<file path="src/sv/frame_receive_patch_xor_check_macros.svh">
// assertion macros for the frame receiver
`ifndef FRAME_RECEIVE_PATCH_XOR_CHECK_MACROS_SVH
`define FRAME_RECEIVE_PATCH_XOR_CHECK_MACROS_SVH

`ifndef SYNTHESIS
// condition holds at every clock edge out of reset
`define FRPX_ASSERT_ALWAYS(lbl, clk, rst_n, cond) \
    lbl: assert property (@(posedge clk) disable iff (!rst_n) (cond)) \
        else $error("assertion failed");
// consequent holds in the cycle after the antecedent
`define FRPX_ASSERT_NEXT(lbl, clk, rst_n, ante, cons) \
    lbl: assert property (@(posedge clk) disable iff (!rst_n) (ante) |=> (cons)) \
        else $error("assertion failed");
`else
`define FRPX_ASSERT_ALWAYS(lbl, clk, rst_n, cond)
`define FRPX_ASSERT_NEXT(lbl, clk, rst_n, ante, cons)
`endif

`endif

</file>
<file path="src/sv/frpx_pkg.sv">
package frpx_pkg;

    localparam int FRAME_LEN = 12;
    localparam int IDX_W     = 4;
    localparam int CHK_POS   = 6;
    localparam int TEMP_POS  = 9;

    localparam logic [IDX_W-1:0] IDX_FIRST = IDX_W'(0);
    localparam logic [IDX_W-1:0] IDX_CHK   = IDX_W'(CHK_POS);
    localparam logic [IDX_W-1:0] IDX_TEMP  = IDX_W'(TEMP_POS);
    localparam logic [IDX_W-1:0] IDX_LAST  = IDX_W'(FRAME_LEN - 1);
    localparam logic [IDX_W-1:0] IDX_FULL  = IDX_W'(FRAME_LEN);

    localparam logic [7:0] TEMP_MAX = 8'h7F;
    localparam logic [7:0] GAP_MAX  = 8'hFF;

    // reset values of the registers
    localparam logic [7:0] START_BYTE_RST = 8'h41;
    localparam logic [7:0] GAP_LIMIT_RST  = 8'd50;
    localparam logic [7:0] TEMP_OFFS_RST  = 8'd15;

    // register indexes on the configuration port
    typedef enum logic [1:0] {
        REG_START_BYTE = 2'd0,
        REG_GAP_LIMIT  = 2'd1,
        REG_TEMP_OFFS  = 2'd2,
        REG_NONE       = 2'd3
    } reg_idx_t;

    // input item kinds
    typedef enum logic {
        OP_BYTE = 1'b0,
        OP_TICK = 1'b1
    } opcode_t;

    typedef enum logic {
        ST_RECV = 1'b0,
        ST_EMIT = 1'b1
    } state_t;

    // where an emitted byte comes from
    typedef enum logic [1:0] {
        SRC_MEM  = 2'd0,
        SRC_CHK  = 2'd1,
        SRC_TEMP = 2'd2,
        SRC_NONE = 2'd3
    } src_t;

    typedef struct packed {
        logic             en;
        logic [IDX_W-1:0] addr;
        logic [7:0]       data;
    } wr_req_t;

    typedef struct packed {
        logic             en;
        logic [IDX_W-1:0] addr;
    } rd_req_t;

endpackage

</file>
<file path="src/sv/frpx_store.sv">
module frpx_store
    import frpx_pkg::*;
(
    input  logic       clk,
    input  wr_req_t    wr,
    input  rd_req_t    rd,
    output logic [7:0] rd_data
);

    logic [7:0] mem [FRAME_LEN];
    logic [7:0] rd_data_reg;

    // byte write
    always_ff @(posedge clk)
    begin
        if (wr.en)
        begin
            mem[wr.addr] <= wr.data;
        end
    end

    // read with enable, data held while stalled
    always_ff @(posedge clk)
    begin
        if (rd.en)
        begin
            rd_data_reg <= mem[rd.addr];
        end
    end

    assign rd_data = rd_data_reg;

endmodule

</file>
<file path="src/sv/frame_receive_patch_xor_check.sv">
// a completed frame sets the emit state; byte 0 is then read into the output register
// throughput: one item per cycle while receiving; a completed frame then streams
// 12 items from the single read port of the frame store, input stalled, at one per
// cycle while the sink is ready; ticks and dropped bytes give no item
// reset: asynchronous, active low; counters and settings to defaults, store not cleared
module frame_receive_patch_xor_check
    import frpx_pkg::*;
(
    input  logic        clk,
    input  logic        rst_n,
    // config write channel
    input  logic        cfg_valid,
    output logic        cfg_ready,
    input  logic [1:0]  cfg_index,
    input  logic [7:0]  cfg_data,
    // input stream
    input  logic        s_axis_tvalid,
    output logic        s_axis_tready,
    input  logic [15:0] s_axis_tdata,   // [7:0] rx_byte, [15:8] motor_temp
    input  logic        s_axis_tuser,   // [0] opcode
    // output stream
    output logic        m_axis_tvalid,
    input  logic        m_axis_tready,
    output logic [7:0]  m_axis_tdata,   // [7:0] out_byte
    output logic        m_axis_tuser,   // [0] frame_ok
    output logic        m_axis_tlast
);

    state_t           state_reg, state_next;
    logic [7:0]       start_reg, gap_limit_reg, temp_offs_reg;
    logic [IDX_W-1:0] fill_reg, fill_next;
    logic [7:0]       gap_reg, gap_next;
    logic [7:0]       acc_reg, acc_next;
    logic [7:0]       b6_reg, b9_reg;
    logic [7:0]       chk_new_reg, t9_new_reg;
    logic             ok_reg;
    logic [IDX_W-1:0] rd_idx_reg;
    logic             out_valid_reg, out_last_reg, out_ok_reg;
    src_t             out_src_reg, src_sel;

    logic             in_acc, is_tick, store, complete, load;
    logic [7:0]       rx_byte, motor_temp;
    logic [IDX_W-1:0] eff_fill;
    logic [7:0]       temp_diff;
    logic             patch;
    logic [7:0]       t_sat;
    logic [7:0]       rd_data;
    wr_req_t          wr;
    rd_req_t          rd;

    assign rx_byte    = s_axis_tdata[7:0];
    assign motor_temp = s_axis_tdata[15:8];
    assign is_tick    = (s_axis_tuser == OP_TICK);
    assign in_acc     = s_axis_tvalid && s_axis_tready;

    // configuration registers
    assign cfg_ready = 1'b1;

    always_ff @(posedge clk or negedge rst_n)
    begin
        if (!rst_n)
        begin
            start_reg     <= START_BYTE_RST;
            gap_limit_reg <= GAP_LIMIT_RST;
            temp_offs_reg <= TEMP_OFFS_RST;
        end
        else if (cfg_valid)
        begin
            unique case (reg_idx_t'(cfg_index))
                REG_START_BYTE: start_reg     <= cfg_data;
                REG_GAP_LIMIT:  gap_limit_reg <= cfg_data;
                REG_TEMP_OFFS:  temp_offs_reg <= cfg_data;
                REG_NONE:       ;
            endcase
        end
    end

    // receive decision
    assign eff_fill = (gap_reg > gap_limit_reg) ? IDX_FIRST : fill_reg;
    assign store    = in_acc && !is_tick && (eff_fill < IDX_FULL)
                      && !((eff_fill == IDX_FIRST) && (rx_byte != start_reg));
    assign complete = store && (eff_fill == IDX_LAST);

    // fill index, gap counter and running checksum
    always_comb
    begin
        fill_next = fill_reg;
        gap_next  = gap_reg;
        acc_next  = acc_reg;
        if (in_acc && is_tick)
        begin
            if (gap_reg != GAP_MAX)
            begin
                gap_next = gap_reg + 8'd1;
            end
        end
        else if (in_acc)
        begin
            fill_next = eff_fill;
            if (store)
            begin
                fill_next = eff_fill + IDX_W'(1);
                gap_next  = 8'd0;
                if (eff_fill == IDX_FIRST)
                begin
                    acc_next = 8'd0;
                end
                else if (eff_fill != IDX_CHK)
                begin
                    acc_next = acc_reg ^ rx_byte;
                end
            end
        end
    end

    always_ff @(posedge clk or negedge rst_n)
    begin
        if (!rst_n)
        begin
            fill_reg <= IDX_FIRST;
            gap_reg  <= 8'd0;
        end
        else
        begin
            fill_reg <= fill_next;
            gap_reg  <= gap_next;
        end
    end

    // temperature patch value
    assign temp_diff = motor_temp - temp_offs_reg;
    assign patch     = motor_temp > temp_offs_reg;
    assign t_sat     = (temp_diff > TEMP_MAX) ? TEMP_MAX : temp_diff;

    // frame payload: checksum byte, temperature byte, result of the check
    always_ff @(posedge clk)
    begin
        acc_reg <= acc_next;
        if (store && (eff_fill == IDX_CHK))
        begin
            b6_reg <= rx_byte;
        end
        if (store && (eff_fill == IDX_TEMP))
        begin
            b9_reg <= rx_byte;
        end
        if (complete)
        begin
            ok_reg <= (b6_reg == acc_next);
            if (patch)
            begin
                t9_new_reg  <= t_sat;
                chk_new_reg <= acc_next ^ b9_reg ^ t_sat;
            end
            else
            begin
                t9_new_reg  <= b9_reg;
                chk_new_reg <= b6_reg;
            end
        end
    end

    // frame store
    assign load = (state_reg == ST_EMIT) && (!out_valid_reg || m_axis_tready);

    always_comb
    begin
        wr.en   = store;
        wr.addr = eff_fill;
        wr.data = rx_byte;
        rd.en   = load;
        rd.addr = rd_idx_reg;
    end

    frpx_store u_store (
        .clk     (clk),
        .wr      (wr),
        .rd      (rd),
        .rd_data (rd_data)
    );

    // state machine: next state
    always_comb
    begin
        state_next = state_reg;
        unique case (state_reg)
            ST_RECV:
            begin
                if (complete)
                begin
                    state_next = ST_EMIT;
                end
            end
            ST_EMIT:
            begin
                if (load && (rd_idx_reg == IDX_LAST))
                begin
                    state_next = ST_RECV;
                end
            end
        endcase
    end

    // state machine: outputs
    always_comb
    begin
        s_axis_tready = 1'b0;
        unique case (state_reg)
            ST_RECV: s_axis_tready = 1'b1;
            ST_EMIT: s_axis_tready = 1'b0;
        endcase
    end

    // byte source for the read in flight
    always_comb
    begin
        priority if (rd_idx_reg == IDX_CHK)
        begin
            src_sel = SRC_CHK;
        end
        else if (rd_idx_reg == IDX_TEMP)
        begin
            src_sel = SRC_TEMP;
        end
        else
        begin
            src_sel = SRC_MEM;
        end
    end

    // read sequencer and output register
    // check flag travels with each item so a waiting last item keeps it
    always_ff @(posedge clk or negedge rst_n)
    begin
        if (!rst_n)
        begin
            state_reg     <= ST_RECV;
            rd_idx_reg    <= IDX_FIRST;
            out_valid_reg <= 1'b0;
            out_last_reg  <= 1'b0;
            out_ok_reg    <= 1'b0;
            out_src_reg   <= SRC_MEM;
        end
        else
        begin
            state_reg <= state_next;
            if (complete)
            begin
                rd_idx_reg <= IDX_FIRST;
            end
            else if (load)
            begin
                rd_idx_reg <= rd_idx_reg + IDX_W'(1);
            end
            if (load)
            begin
                out_valid_reg <= 1'b1;
                out_last_reg  <= (rd_idx_reg == IDX_LAST);
                out_ok_reg    <= ok_reg;
                out_src_reg   <= src_sel;
            end
            else if (m_axis_tready)
            begin
                out_valid_reg <= 1'b0;
            end
        end
    end

    // output byte selection
    always_comb
    begin
        unique case (out_src_reg)
            SRC_CHK:  m_axis_tdata = chk_new_reg;
            SRC_TEMP: m_axis_tdata = t9_new_reg;
            SRC_MEM:  m_axis_tdata = rd_data;
            default:  m_axis_tdata = rd_data;
        endcase
    end

    assign m_axis_tvalid = out_valid_reg;
    assign m_axis_tuser  = out_ok_reg;
    assign m_axis_tlast  = out_last_reg;

    // checks
    `include "frame_receive_patch_xor_check_macros.svh"

    `FRPX_ASSERT_ALWAYS(a_fill_range, clk, rst_n, fill_reg <= IDX_FULL)
    `FRPX_ASSERT_ALWAYS(a_emit_full, clk, rst_n, (state_reg != ST_EMIT) || (fill_reg == IDX_FULL))
    `FRPX_ASSERT_NEXT(a_emit_end, clk, rst_n,
        (state_reg == ST_EMIT) && load && (rd_idx_reg == IDX_LAST),
        (state_reg == ST_RECV) && m_axis_tvalid && m_axis_tlast)

endmodule

</file>
<file path="config.mk">
export PLATFORM = sky130hd
export DESIGN_NAME = frame_receive_patch_xor_check
export DESIGN_NICKNAME = d
export VERILOG_FILES = /design/src/sv/frpx_pkg.sv /design/src/sv/frpx_store.sv /design/src/sv/frame_receive_patch_xor_check.sv
export VERILOG_INCLUDE_DIRS = /design/src /design/src/sv
export SDC_FILE = /design/constraint.sdc
export NUM_CORES = 1
export LEC_CHECK = 0
export BUFFER_PORTS_ARGS = -buffer_cell sky130_fd_sc_hd__buf_2
export CELL_PAD_IN_SITES_DETAIL_PLACEMENT = 2
export CELL_PAD_IN_SITES_GLOBAL_PLACEMENT = 2
export CORE_ASPECT_RATIO = 1.75
export CORE_MARGIN = 4
export CORE_UTILIZATION = 35
export DETAILED_ROUTE_END_ITERATION = 10
export PLACE_DENSITY = 0.76
export SKIP_CTS_REPAIR_TIMING = 1
export SYNTH_ARGS = -nofsm -noshare
export SYNTH_HDL_FRONTEND = slang
export SYNTH_HIERARCHICAL = 1
export SYNTH_SLANG_ARGS = --single-unit
</file>
<file path="constraint.sdc">
create_clock -name clk -period 5 [get_ports clk]
set_clock_uncertainty 0.2 [all_clocks]
set_input_delay 0.75 -clock clk [delete_from_list [all_inputs] [get_ports clk]]
set_output_delay 0.75 -clock clk [all_outputs]
set_load 0.01 [all_outputs]
</file>
* Word-level counts from Yosys, hierarchy flattened
Memories as Yosys holds them, arrays and structs flattened. A register that Yosys moved wholly into a read port is not among the register bits.
Cells that the tools add are included.
W data, S select, Z words.
** Storage, ports and cells
- Bits in registers :: 87
- RAM bits :: 96
- Input bits :: 32
- Output and inout port bits :: 13
- Word-level logic and storage cells :: 99
- Memories kept :: 1
** Cells by class
- Add/subtract/negate cells :: 4
- Order comparisons :: 4
- Equal/unequal tests :: 15
- Muxes and demuxes :: 27
- Bitwise gates (word level) :: 5
- Reduce and logical (&&, ||, !) cells :: 26
** Memory list
- u_store.mem :: words 12, width 8, rd ports 1, clocked after memory_dff 1, write ports 1, line frpx_store.sv:10 : logic [7:0] mem [FRAME_LEN];
** Operators with widths (number)
- $mux W8 :: 12
- $xor A8 B8 Y8 :: 3
- $eq A4 B4 Y1 const B :: 4
- $gt A8 B8 Y1 :: 2
- $mux W4 :: 4
- $pmux W8 S2 :: 1
- $logic_and A1 B1 Y1 :: 11
- $add A4 B1 Y4 const B :: 2
- $add A8 B1 Y8 const B :: 1
- $eq A4 B3 Y1 const B :: 2
- $eq A8 B8 Y1 :: 1
- $gt A8 B7 Y1 const B :: 1
- $ne A8 B8 Y1 :: 1
- $ne A8 B8 Y1 const B :: 1
- $reduce_and A2 Y1 :: 4
- $reduce_bool A2 Y1 :: 4
- $sub A8 B8 Y8 :: 1
- $mux W1 :: 6
- $eq A2 B1 Y1 const B :: 2
- $eq A2 B2 Y1 const B :: 2
- $logic_not A4 Y1 :: 1
- $lt A4 B4 Y1 const B :: 1
- $mux W2 :: 2
- $ne A4 B3 Y1 const B :: 1
- other kinds (7) :: 11

* Logic depth before layout (Yosys ltp)
- Word-level depth :: 12
- Gate-level depth with buffers :: 16
- Gate-level depth less buffers :: 15

* By module
The synthesis kept the hierarchy.
** By module, submodules not included
- frame_receive_patch_xor_check :: times used 1, cells an instance 500, area an instance 5190.0 sq um, seq. area each 2313.5 sq um
- frpx_store :: times used 1, cells an instance 182, area an instance 3953.8 sq um, seq. area each 3123.0 sq um

* Worst setup path after synthesis
Ideal clock, no wire load.
- Path type :: register -> register
- Start :: reg gap_limit_reg[1]
- End :: mem u_store.mem[0][0], enable pin
- Setup time :: 0.383 ns
- Arrival :: 3.712 ns
- Data required time :: 4.417 ns
- Slack :: 0.705 ns
- Cell stages (with the launch flop) :: 15
- Path buffers :: 1
- Clock period less this slack :: 4.295 ns
- Cells stage by stage :: dfstp_2 > inv_1 > ha_1 > nor2b_1 > o211ai_1 > a211oi_2 > nor2_1 > nand2_1 > ha_1 > nor2_1 > a211oi_1 > a21oi_1 > buf_2 > or3b_2 > nor3_1
** Between the ends
- Word-level cells in the longest chain between the ends :: 8
- Elaborated cells between the ends (all ways) :: 10
- Those cells by class :: order compare: 2; mux: 3; reduce/logical: 5
** Ends and longest elaborated chain
- start: declaration :: line frame_receive_patch_xor_check.sv:30 : logic [7:0] start_reg, gap_limit_reg, temp_offs_reg;
- start signal: assignment :: line frame_receive_patch_xor_check.sv:71 : REG_GAP_LIMIT: gap_limit_reg <= cfg_data;
- $gt A8 B8 Y1 (*) :: line frame_receive_patch_xor_check.sv:79 : assign eff_fill = (gap_reg > gap_limit_reg) ? IDX_FIRST : fill_reg;
- $mux W4 (*) :: line frame_receive_patch_xor_check.sv:79
- parallel branches: the longest is 3 deep, another holds $lt A4 B4 Y1
- $logic_and A1 B1 Y1 (*) :: line frame_receive_patch_xor_check.sv:81 : && !((eff_fill == IDX_FIRST) && (rx_byte != start_reg));
- via store :: line frame_receive_patch_xor_check.sv:41 : logic in_acc, is_tick, store, complete, load;
- $mux W1 (*) :: line frpx_store.sv:16 : if (wr.en)
- $mux W1 (implied by the code) (*) :: line frpx_store.sv:18 : mem[wr.addr] <= wr.data;
- end: declaration :: line frpx_store.sv:10
Mark *: on every way through the listed nets, which the timed path passes.

* Worst setup path in the final report
- Start :: reg gap_limit_reg[1]
- End :: reg chk_new_reg[0] (data pin)
** Between the ends
- Word-level cells in the longest chain between the ends :: 12
- Elaborated cells between the ends (all ways) :: 17
- Those cells by class :: order compare: 2; eq/ne: 1; mux: 7; bitwise: 2; reduce/logical: 5
** Ends and longest elaborated chain
- $gt A8 B8 Y1 (*) :: line frame_receive_patch_xor_check.sv:79
- $mux W4 (*) :: line frame_receive_patch_xor_check.sv:79
- via eff_fill[1] :: line frame_receive_patch_xor_check.sv:43 : logic [IDX_W-1:0] eff_fill;
- parallel branches: the longest is 4 deep, another holds $lt A4 B4 Y1
- $mux W8 (*) :: line frame_receive_patch_xor_check.sv:100 : if (store)
- $mux W8 (*) :: line frame_receive_patch_xor_check.sv:97 : else if (in_acc)
- $mux W8 (*) :: line frame_receive_patch_xor_check.sv:90 : if (in_acc && is_tick)
- via acc_next[0] :: line frame_receive_patch_xor_check.sv:33 : logic [7:0] acc_reg, acc_next;
- $xor A8 B8 Y8 (*) (2 in series) :: line frame_receive_patch_xor_check.sv:153 : chk_new_reg <= acc_next ^ b9_reg ^ t_sat;
- $mux W8 (*) :: line frame_receive_patch_xor_check.sv:150 : if (patch)
- end signal: assignment :: line frame_receive_patch_xor_check.sv:153
- end signal: assignment :: line frame_receive_patch_xor_check.sv:158 : chk_new_reg <= b6_reg;
- end: declaration :: line frame_receive_patch_xor_check.sv:35 : logic [7:0] chk_new_reg, t9_new_reg;
Marks and branches as above.
A chain may end at the register's enable or synchronous reset.

==> reports/qor.txt <==
status: finished clean
vias in the first global route: 6,684
placed cell areas: 9730 um^2
Vias: 5,831
Die H: 222 um
All-Layer GR Usage: 0.186
GP Congestion: 0.826
Initial Util: 0.354
DRT Pass-1 Iters: 4
synthesized cell area: 9140 um^2
# setup viols final: 0
clk_lat worst skew: 0.46 ns
Main synth FF type: edfxtp_1
VDD IR max: 0.260 mV
Mapped Nets: 741
power share of the clock group: 0.272
DR iter-0 viols: 299
die area: 28,900 um^2
CP required: 5.01 ns
Setup crit start kind: register
Largest Register: u_store/mem
Final Hold Violating Endpoints: 0
most frequent cells in the layout: edfxtp_1, nor2_1, buf_2
Antenna diodes: 0
Fin Setup TNS: 0 ns
period utilisation layout: 0.918
Distinct cells, synth: 73
Fmax: 218 MHz
total power: 5.13 mW
sequential share of the synthesized area: 0.595
WS Path Type: register to register
CTS tree: built
grt ovf: 0
RSZ-0062 raised after global routing: false
Worst-Margin Slew: 1.24 ns
Post-synth EDFFs: 137
Hold Crit Class: register to register
number of routed nets with antenna violations: 0
Clock transition at path regs: 0.07 ns
Finished Cell Area: 10,300 um^2
sw frac: 0.346
Combinational Power Share: 0.305
final worst slack: 0.410 ns
relative slew slack: 0.170
I/O pin cnt: 45
initial antenna violation count: 0
Gate Count Post-Synth: 682
number of flip-flops in the largest register: 96
Yosys reg bits: 191
Max FO, Critical Path: 10
post-DP HPWL: 19,200 um
clk root buf: clkbuf_16
crit path time final: 4.59 ns
global-route wire length before repair: 40,100 um
CTS Buf Count: 17
Syn. warnings: 6
die width: 130 um
PwrDens: 496 nW/um^2
Remaining DRCs: 0
Final Max Tran Viols: 0
Post-Route WL: 25,500 um
Avg Vias per Cell: 5.45
NumNets Final: 796
Min Hold Slack: 0.277 ns
max cap viols: 0
ys async rst share: 0.241
H-tree Lvls: 4
Max Buffers Root-to-Sink: 2
most common cell after layout, fill and taps aside: edfxtp_1
switching power: 1.77 mW
CP endpoint kind: register
CORE AREA: 25,900 um^2
I/O Buffers: 43
Leak: 3.80 nW
Area Overhead vs Synth: 13.1%
std cell rows: 78
Avg Inst Size Synth: 13.4 um^2
sequential power share: 0.423
crit path DAT: 4.60 ns
Avg WL per Cell: 23.8 um
largest net degree at the start of global routing: 47
Setup WS pre-CTS: 0.218 ns
# clock sinks: 191
share of cells above drive strength 1: 0.207
P_int: 3.36 mW
[power groups by stage]
stage | clock, mW | combinational (mW) | sequential (mW)
floorplan | 0 | 1.16 | 2.09
global placement | 0 | 1.48 | 2.18
detailed placement | 0 | 1.58 | 2.21
CTS | 1.44 | 1.59 | 2.17
global route | 1.51 | 1.75 | 2.20
finish | 1.40 | 1.57 | 2.17
[per-stage QoR]
step | std cells | utilization
floorplan | 682 | -
finish | 1070 | 0.400
CTS | 1070 | 0.399
global route | 1070 | 0.400
global placement | 1038 | 0.376
detailed placement | 1038 | 0.376
[layer usage]
metal,vias up,track usage,routed length (um)
met5,-,0,0
li1,2688,-,-
met1,2991,0.209,9500
met2,112,0.337,14300
met4,0,0.0909,1020
met3,40,0.0263,659
[critical path, stage by stage (launching register included)]
cell and delay, ns:
dfstp_2 0.53, inv_1 0.05, ha_1 0.30, nor2b_1 0.17, o211ai_1 0.11, a211oi_2 0.49, nor2_1 0.24, nand2_1 0.18
inv_1 0.16, ha_1 0.25, o21ai_0 0.34, o31ai_4 0.17, or2_1 0.42, buf_4 0.25, o31ai_4 0.26, xnor2_1 0.15
a21oi_1 0.08
[Yosys cell counts, drive strengths merged, types with 3 or more instances]
master,instances,area (um^2)
xor2,11,96.3
nand3b,4,30.0
o221ai,8,70.1
and2,4,25.0
and3,7,43.8
mux2i,16,160
or3,4,25.0
a21o,3,22.5
mux2,28,315
nor2,52,198
nor2b,4,25.0
nand4,13,81.3
or2,4,25.0
edfxtp,137,4110
nand2,25,93.8
inv,36,135
dfrtp,37,926
nor3,7,35.0
xnor2,26,228
clkbuf,9,33.8
o31ai,11,175
ha,26,325
dfstp,9,236
mux4,16,368
buf,11,91.3
a21oi,22,114
o22ai,11,68.8
a22oi,17,128
o311ai,8,77.6
dfxtp,8,160
nand2b,30,188
o21ai,22,110
nor4,6,37.5
nand4b,3,26.3
o2111ai,3,26.3
nand3,16,80.1
[final timing paths]
kind	from	to	slack (ns)	cells past startpoint
setup / recovery	gap_limit_reg[1]$_DFFE_PN1P_	chk_new_reg[0]$_DFFE_PP_	0.41	16
hold / removal	m_axis_tuser$_DFFE_PN0P_	m_axis_tuser$_DFFE_PN0P_	0.28	2
setup reg to reg	gap_limit_reg[1]$_DFFE_PN1P_	chk_new_reg[0]$_DFFE_PP_	0.41	16
hold reg to reg	m_axis_tuser$_DFFE_PN0P_	m_axis_tuser$_DFFE_PN0P_	0.28	2
max in group asynchronous	rst_n	rd_idx_reg[0]$_DFFE_PN0P_	3.55	1
min in group asynchronous	rst_n	temp_offs_reg[6]$_DFFE_PN0P_	0.30	1
[layout make-up]
| cell class | count | area [um^2] |
|---|---|---|
| multi-input cells | 434 | 3450 |
| clock buffers | 17 | 425 |
| fillers | 2558 | 15500 |
| well taps | 320 | 400 |
| inverters | 37 | 139 |
| flip-flops and latches | 191 | 5440 |
| clock inverters | 15 | 171 |
| repair buffers | 56 | 313 |
[cells by family (layout without fill, tap and decap cells)]
group | Yosys count | in the layout | synth area share
and+or+nand+nor | 187 | 187 | 0.107
buffers and inverters | 57 | 125 | 0.0289
AOI/OAI and AO/OA | 122 | 122 | 0.104
other | 1 | 1 | 0.000410
DFF | 191 | 191 | 0.595
adders and majority gates | 27 | 27 | 0.0378
xor gates and xnor gates | 37 | 37 | 0.0354
muxes | 60 | 60 | 0.0922
Power figures use the tool's default switching activity.
